==> src/rtl/core/pkcd_ram.sv <==
`default_nettype none

module pkcd_ram #(
   parameter int WIDTH = 8,
   parameter int DEPTH = 16
) (
   input  wire logic                                clock,
   input  wire logic                                wr_en,
   input  wire logic [(DEPTH > 1 ? $clog2(DEPTH) : 1)-1:0] wr_addr,
   input  wire logic [WIDTH-1:0]                    wr_data,
   input  wire logic                                rd_en,
   input  wire logic [(DEPTH > 1 ? $clog2(DEPTH) : 1)-1:0] rd_addr,
   output logic      [WIDTH-1:0]                    rd_data
);

   logic [WIDTH-1:0] mem_ff [DEPTH];
   logic [WIDTH-1:0] rd_data_ff;

   always_ff @(posedge clock) begin
      if (wr_en) begin
         mem_ff[wr_addr] <= wr_data;
      end
      if (rd_en) begin
         rd_data_ff <= mem_ff[rd_addr];
      end
   end

   assign rd_data = rd_data_ff;

endmodule

`default_nettype wire

==> config.mk <==
export PLATFORM = sky130hd
export DESIGN_NAME = pkcd_ram
export DESIGN_NICKNAME = d
export VERILOG_FILES = /design/src/rtl/core/pkcd_ram.sv
export SDC_FILE = /design/constraint.sdc
export NUM_CORES = 1
export LEC_CHECK = 0
export BUFFER_PORTS_ARGS = -buffer_cell sky130_fd_sc_hd__buf_2
export CORE_MARGIN = 8
export CORE_UTILIZATION = 60
export DETAILED_ROUTE_END_ITERATION = 12
export PLACE_DENSITY = 0.78
export SYNTH_ARGS = -nofsm -noshare
export SYNTH_HDL_FRONTEND = slang
export SYNTH_SLANG_ARGS = --single-unit
==> constraint.sdc <==
create_clock -name clock -period 1.95 [get_ports clock]
set_input_delay 0.2925 -clock clock [delete_from_list [all_inputs] [get_ports clock]]
set_output_delay 0.2925 -clock clock [all_outputs]
set_load 0.01 [all_outputs]
* Word level (Yosys, flattened, before mapping)
Memory sizes are Yosys's and may differ from the RTL's. A register that Yosys moved wholly into a read port is not among the register bits.
Index checks and enable logic that the tools add are counted.
** Cells by class
- Muxes and demuxes :: 2
** Operators with widths (number)
- two-way mux 1 bit :: 2
** Word-level totals
- Memory bits (writable) :: 128
- Logic and storage cells :: 3
- Register bits :: 0
- Memories :: 1
** Memories
- mem_ff :: depth 16, width 8, rd ports 1, clocked after memory_dff 1, write ports 1, RTL line 16 : logic [WIDTH-1:0] mem_ff [DEPTH];

* Logic depth before layout (Yosys ltp)
Gate-level depths: netlist (run 1).
- Depth after elaboration :: 2
- Gate-level depth with buffers :: 5

* Least setup slack after synthesis (run 1)
No wires, ideal clock.
- Kind :: input to register
- Start :: in wr_addr[2] (netlist bit)
- End :: mem mem_ff[0][0] (enable)
- Arrival :: 1402 ps
- Slack :: 165 ps
- Stages on the path :: 2
- Data required time :: 1567 ps
- Cells stage by stage :: or3b_2 -> nor3_1
** RTL lines
- start, declared :: RTL line 9 : input wire logic [(DEPTH > 1 ? $clog2(DEPTH) : 1)-1:0] wr_addr,
- end, declared :: RTL line 16
No word-level cell before the write port.

==> metrics, run 1 <==
Gate Count Post-Synth=229; clk_lat worst skew=0.52 ns; Sink Count=136; Chip Height=109 microns; Hold Path Sink=rd_data[6]$_DFFE_PP_; DR vias/cell=6.18; final-stage net count=308; Cell Area, Placed=5640 sq um; power per cell area=1100 nW/um^2; Iteration-0 DRC Markers=201; CTS Buffer Depth=2; Num CTS Buffers=17; shortest period the worst path allows=1.56 ns; setup TNS=0 ns; FP Rows=34; Pre-antenna DRT Iters=4; Die Span X=109 microns; IO Count=27; status=finished, final reports clean; Worst Path Required=2.20 ns; fin area=6240 sq um; Vias=2,535; antenna-violating nets left=0; VDD IR-drop max=0.762 mV; final WL=10,500 microns; clk root buf=clkbuf_8; measured slew at the worst slew-check pin=0.349 ns; TritonCTS clock tree=done; MaxCap Viol Count=0; fraction of layout cells with a size suffix above 1=32.8%; Worst Setup SP=mem_ff[2][5]$_DFFE_PP_; HP Class=primary input to register; htree depth=4; CP endpoint kind=register; Synth top area share=78.1%; Worst EP arrival=1.81 ns; most frequent cells in the layout=136 x edfxtp_1, 26 x buf_2, 21 x buf_4; Final Slew Violations=0; Port Buffers=26; Die ar.=12,000 sq um; Syn-to-layout area delta=19.4%; Post-CTS Setup Repair Bufs=0; Yosys reg bits=136; R2R setup slack=0.39 ns; fillers=491; syn_nets=248; Hold Crit Depth=1; GPL Wtd Cong=0.738; Warnings, synthesis=0; Worst Reg2Reg Path Length in Cells=3; Critical R2R Launch=mem_ff[2][5]$_DFFE_PP_; commonest non-fill, non-tap cell in the layout=edfxtp_1; Worst Setup Start Kind=register; clock skew=0.00820 ns; Residual DRC=0; sequential fraction of the synthesis area=78.1%; Setup CP Type=register to register; largest area contributor in the netlist=edfxtp_1; top post-synthesis cells by area=edfxtp_1 78%, mux4_2 7.8%, mux4_1 7.0%, a22oi_1 2.3%, nor2_1 0.93%; grt ovf=0; PnR Total Power=6.84 mW; Core ar.=8590 sq um; Final Setup Violations=0; Fin. Hold Viols=0; fin crit share=80.1%; Worst slew margin=76.7%; number of global-route vias before repair=2,639; P_leak=2.15 nW; RSZ-0062 raised after global routing=no; Resize count post-CTS=0; Syn Area/Cell=22.8 sq um; r2r endpoint=rd_data[5]$_DFFE_PP_; Clock transition at path regs=0.06 ns; diodes inserted=0; first-pass GRT wire length=16,100 microns; critical path peak fanout=1; worst hold start=rd_en; f_max=641 MHz; DPL Wire Length=6470 microns; largest net degree at the start of global routing=23; initial antenna violation count=0; hold_buf cts=0; synthesized area=5230 sq um; gr usage total=19.5%; WL/cell=25.5 microns; Starting Density=60.8%; Distinct cells, synth=18
## worst max path at each step
stage	slack (ns)	end	depth (start not counted)
2_1_floorplan	0.16	mem_ff[0][0]$_DFFE_PP_	2
3_3_place_gp	0.11	rd_data[5]$_DFFE_PP_	6
3_5_place_dp	0.008	rd_data[2]$_DFFE_PP_	6
4_1_cts	0.38	rd_data[5]$_DFFE_PP_	3
5_1_grt	0.32	rd_data[5]$_DFFE_PP_	3
6_report	0.39	rd_data[5]$_DFFE_PP_	3
## report_power, final
group	switching [mW]	internal (mW)	leakage [nW]
Combinational	0.182	0.142	0.622
Clock	1.14	2.06	0.293
Sequential	0.0199	3.30	1.24
Total	1.34	5.50	2.15
## routing by layer
metal  global-route usage (%)  vias up  part of all wire, %
li1                         -     1103                    -
met1                     25.7     1280                   40
met2                     30.7      137                   51
met3                     4.57       15                  7.6
met4                     8.49        0                  1.5
met5                        0        -                    0
## cell type report
class                      instances  area (sq um)  share of cell area (%)
sequential                       136          4080                    65.4
multi-input combinational         83          1060                    16.9
timing repair buffer              51           368                    5.89
clock inverter                    14           181                    2.91
tap                              108           135                    2.16
clock buffer                      18           418                    6.69
## per-stage QoR
stage	hold WS (ns)	setup WS, ns	std cells	util (%)
after global routing	0.125	0.324	410	72.7
after floorplan	0.391	0.165	229	-
final	0.151	0.389	410	72.7
after global placement	0.673	0.109	378	65.7
after CTS	0.123	0.384	410	72.7
after detailed placement	0.673	0.00820	378	65.7
## registers in the layout (all words and copies together) (netlist names)
register and flops:
rd_data 8, mem_ff 128
## synth_stat cells
cell type        number
edfxtp_1            136
mux4_2               18
a22oi_1              16
mux4_1               14
nor2_1               13
nand2_1               9
nor3_1                4
buf_2                 3
buf_6                 3
clkdlybuf4s25_2       3
nand2b_1              2
nand3b_1              2
and2_1                1
and2b_1               1
buf_4                 1
nand3_1               1
nor2b_1               1
or3b_2                1
## worst max-delay path, stage by stage (launching register included)
cell and delay [ns]:
edfxtp_1 0.39, mux4_1 0.55, a22oi_1 0.26, nand2_1 0.10
## cell families (layout without fill, tap and decap cells)
kind of cell	after synthesis	in the layout	share of synthesized area, %
DFF	136	136	78.1
AOI/OAI and AO/OA	16	16	2.30
and+or+nand+nor	35	35	3.14
buffers and inverters	10	83	1.65
muxes	32	32	14.8
No activity file was read; power rests on OpenSTA's default activity.
==> run 2, diff against run 1 <==
==> constraint.sdc (replaced) <==
create_clock -name clock -period 1.6 [get_ports clock]
set_input_delay 0.24 -clock clock [delete_from_list [all_inputs] [get_ports clock]]
set_output_delay 0.24 -clock clock [all_outputs]
set_load 0.01 [all_outputs]
==> run 2 against run 1 <==
  * Worst setup slack got worse by 0.30 ns
  * Clock power rose by 15%
  * Routed wire length down 0.74%
  * Register-to-register slack got worse by 0.30 ns
  * Sequential share of layout area increased by 0.82 points
  * Combinational power is 18% higher
  * Non-clock buffer count shrank 4
==> metrics, run 2 (synthesis gave the netlist of run 1 again) <==
Largest register FFs=128; clock skew=0.0118 ns; fraction of layout cells with a size suffix above 1=31.8%; initial antenna violation count=1; critical path peak fanout=1; DR vias/cell=6.27; Setup CP Type=register to register; worst slack, placed=-0.227 ns; antenna-violating nets left=0; number of global-route vias before repair=2,598; f_max=663 MHz; Num CTS Buffers=17; FP Rows=34; fin crit share=94.3%; WL/cell=25.7 microns; Die ar.=12,000 sq um; Pre-antenna DRT Iters=4; CP peak stage delay=0.51 ns; Min Hold Slack=0.0964 ns; RSZ-0062 raised after global routing=no; clk root buf=clkbuf_8; Post-CTS Setup Repair Bufs=0; Fin. Hold Viols=0; Core ar.=8590 sq um; grt ovf=0; diodes inserted=0; Biggest register=mem_ff; power per cell area=1310 nW/um^2; final-stage net count=304; Detail Route met2 WL=5290 microns; Residual DRC=0; measured slew at the worst slew-check pin=0.800 ns; met3 wire len=819 microns; Sink Count=136; Final Setup Violations=0; most frequent cells in the layout=136 x edfxtp_1, 26 x buf_2, 18 x mux4_2, 18 x buf_4, 16 x clkbuf_16; Worst slew margin=46.5%; DPL Wire Length=6520 microns; VDD IR-drop max=0.813 mV; Setup WS post-layout=0.0911 ns; Worst Setup Start Kind=register; htree depth=4; Die Span X=109 microns; MaxCap Viol Count=0; IO Count=27; final cell utilization of the core=71.8%; Starting Density=60.8%; commonest non-fill, non-tap cell in the layout=edfxtp_1; Clock transition at path regs=0.06 ns; final WL=10,400 microns; DR top layer=met5; HP Class=primary input to register; CTS Buffer Depth=2; crit-path cells=mux4_1 -> a22oi_1 -> nand2_1; Syn-to-layout area delta=18.0%; CP endpoint kind=register; CP max-delay cell=mux4_1; Worst EP arrival=1.78 ns; Chip Height=109 microns; Port Buffers=26; Vias=2,534; largest net degree at the start of global routing=21; Iteration-0 DRC Markers=235; Final Slew Violations=0; P_leak=2.10 nW; TritonCTS clock tree=done; clk_lat worst skew=0.53 ns; Worst Path Required=1.87 ns; GPL Wtd Cong=0.744; gr usage total=19.1%; first-pass GRT wire length=15,700 microns; M1 WL=4130 microns; setup TNS=0 ns; status=finished, final reports clean; shortest period the worst path allows=1.51 ns
==> run 2: timing repair <==
action | 4_1_cts | 5_1_grt
setup endpoints to repair | 1 | 0
hold buffers | 0 | 0
resized for setup | 1 | 0
==> run 2: final cells by class <==
type | instances | area, sq um
repair buffers | 47 | 325
flip-flops and latches | 136 | 4080
fillers | 485 | 2430
well taps | 108 | 135
clock inverters | 11 | 133
clock buffers | 19 | 422
multi-input cells | 83 | 1070
==> run 2: final timing paths <==
check,end,from,cells past startpoint,slack (ns)
hold reg to reg,rd_data[1]$_DFFE_PP_,mem_ff[0][1]$_DFFE_PP_,3,0.77
setup / recovery,rd_data[4]$_DFFE_PP_,mem_ff[8][4]$_DFFE_PP_,3,0.09
hold / removal,rd_data[0]$_DFFE_PP_,rd_en,1,0.1
setup reg to reg,rd_data[4]$_DFFE_PP_,mem_ff[8][4]$_DFFE_PP_,3,0.09
==> run 2: critical path, delay by kind of cell, from the launching register on <==
family,cells,cell delay [ns]
mux,1,0.51
flops,1,0.38
simple gates,1,0.08
compound gates,1,0.30
==> run 2: metrics by stage <==
stage	instance area (sq um)	cells	power, mW
6_report	6170	404	8.09
5_1_grt	6170	404	8.35
4_1_cts	6170	404	8.15
3_5_place_dp	5610	374	4.49
3_3_place_gp	5610	374	4.47
2_1_floorplan	5230	229	4.32
==> run 2: per-layer routing <==
layer | GRT usage (%) | vias up
li1 | - | 1090
met1 | 25.3 | 1309
met2 | 29.2 | 121
met3 | 7.09 | 12
met4 | 5.40 | 2
met5 | 0 | -
==> run 2: report_power, final <==
group | total [mW] | switching (mW) | internal [mW] | leakage, nW
clock network | 3.67 | 1.34 | 2.33 | 0.268
registers | 4.04 | 0.0247 | 4.02 | 1.24
logic | 0.382 | 0.217 | 0.164 | 0.599
total | 8.09 | 1.59 | 6.51 | 2.10
==> run 3, diff against run 2 <==
--- a/config.mk
+++ b/config.mk
@@ -7,9 +7,9 @@
 export LEC_CHECK = 0
 export BUFFER_PORTS_ARGS = -buffer_cell sky130_fd_sc_hd__buf_2
 export CORE_MARGIN = 8
-export CORE_UTILIZATION = 60
+export CORE_UTILIZATION = 55
 export DETAILED_ROUTE_END_ITERATION = 12
-export PLACE_DENSITY = 0.78
+export PLACE_DENSITY = 0.73
 export SYNTH_ARGS = -nofsm -noshare
 export SYNTH_HDL_FRONTEND = slang
 export SYNTH_SLANG_ARGS = --single-unit
==> run 3 against run 2 <==
  * Worst setup slack better by 0.015 ns
  * Power grew 4.7%
  * Worst hold slack better by 0.0091 ns
  * Critical path type unchanged
  * Largest cell class unchanged
  * Highest routed layer is now met4
==> metrics, run 3 (synthesis gave the netlist of run 1 again) <==
status=finished, final reports clean; Sink Count=136; fraction of layout cells with a size suffix above 1=32.9%; clk root buf=clkbuf_8; Setup WS post-layout=0.106 ns; Worst EP arrival=1.75 ns; worst slack, placed=-0.279 ns; htree depth=4; Residual DRC=0; first-pass GRT wire length=15,500 microns; Die Span X=113 microns; Core ar.=9240 sq um; P_leak=2.14 nW; hold_buf cts=0; Pre-antenna DRT Iters=4; MaxCap Viol Count=0; VDD IR-drop max=0.821 mV; gr usage total=16.9%; fillers=559; final-stage net count=307; initial antenna violation count=0; clk_lat worst skew=0.51 ns; Worst slew margin=51.5%; FP Rows=35; critical path peak fanout=1; PnR Total Power=8.48 mW; final cell utilization of the core=68.0%; CP peak stage delay=0.51 ns; most frequent cells in the layout=136 x edfxtp_1, 26 x buf_2, 21 x buf_4; Syn-to-layout area delta=20.2%; met3 wire len=500 microns; CP max-delay cell=mux4_1; GPL Wtd Cong=0.729; CTS Buffer Depth=2; DR vias/cell=5.76; Worst Path Required=1.85 ns; clock skew=0.00633 ns; final WL=10,100 microns; Num CTS Buffers=17; Post-CTS Setup Repair Bufs=0; Min Hold Slack=0.106 ns; antenna-violating nets left=0; Final Setup Violations=0; power per cell area=1350 nW/um^2; IO Count=27; number of global-route vias before repair=2,662; DR top layer=met4; CP endpoint kind=register; crit-path cells=mux4_1 -> a22oi_1 -> nand2_1; M1 WL=4330 microns; grt ovf=0; WL/cell=23.6 microns; Setup CP Type=register to register; Vias=2,475; Port Buffers=26; Detail Route met2 WL=5100 microns; DPL Wire Length=6340 microns; shortest period the worst path allows=1.49 ns; diodes inserted=0; measured slew at the worst slew-check pin=0.725 ns; Final Slew Violations=0; setup TNS=0 ns; Starting Density=56.6%; RSZ-0062 raised after global routing=no; largest net degree at the start of global routing=28; R2R setup slack=0.11 ns; HP Class=primary input to register; Largest register FFs=128; Chip Height=113 microns; Clock transition at path regs=0.06 ns; Worst Setup Start Kind=register; Iteration-0 DRC Markers=200; TritonCTS clock tree=done; Die ar.=12,900 sq um; Fin. Hold Viols=0; Resize count post-CTS=0; f_max=670 MHz; Biggest register=mem_ff; commonest non-fill, non-tap cell in the layout=edfxtp_1; fin crit share=93.3%
[run 3: cell types whose count changed in the layout (fill, tap and decap cells not counted)]
cell / change
bufinv_16: +2
a22oi_2: -1
a22oi_1: +1
clkinvlp_4: +1
clkinv_2: -2
clkbuf_1: +1
clkinv_1: -2
clkinv_4: +2
buf_4: +3
[run 3: cell type report]
type / instances / area [sq um] / area share, %
well taps: 129 / 161 / 2.57
repair buffers: 50 / 348 / 5.54
flip-flops and latches: 136 / 4080 / 65.0
clock buffers: 20 / 425 / 6.77
multi-input cells: 83 / 1060 / 16.9
clock inverters: 12 / 200 / 3.19
[run 3: metrics by stage]
step,instance area [sq um],instances
floorplan,5230,229
global placement,5660,398
detailed placement,5660,398
CTS,6280,430
global route,6280,430
finish,6280,430
[run 3: final timing paths]
kind | start | depth (start not counted) | to
hold reg to reg | mem_ff[15][0]$_DFFE_PP_ | 3 | rd_data[0]$_DFFE_PP_
setup / recovery | mem_ff[2][5]$_DFFE_PP_ | 3 | rd_data[5]$_DFFE_PP_
hold / removal | rd_en | 1 | rd_data[0]$_DFFE_PP_
setup reg to reg | mem_ff[2][5]$_DFFE_PP_ | 3 | rd_data[5]$_DFFE_PP_
[run 3: per-layer routing]
metal | up-vias | track usage, %
li1 | 1099 | -
met1 | 1271 | 21.7
met2 | 92 | 26.4
met3 | 13 | 5.39
met4 | 0 | 6.75
met5 | - | 0
[run 3: report_power, final]
group          total, mW  leakage (nW)  switching, mW  internal (mW)
combinational      0.378         0.613          0.211          0.167
sequential          4.04          1.24         0.0240           4.02
clock               4.06         0.295           1.38           2.68
[run 3: critical path: cells and delay by family, from the launching register on]
kind,cells,cell delay [ns]
mux,1,0.51
simple gates,1,0.09
flops,1,0.37
compound gates,1,0.27
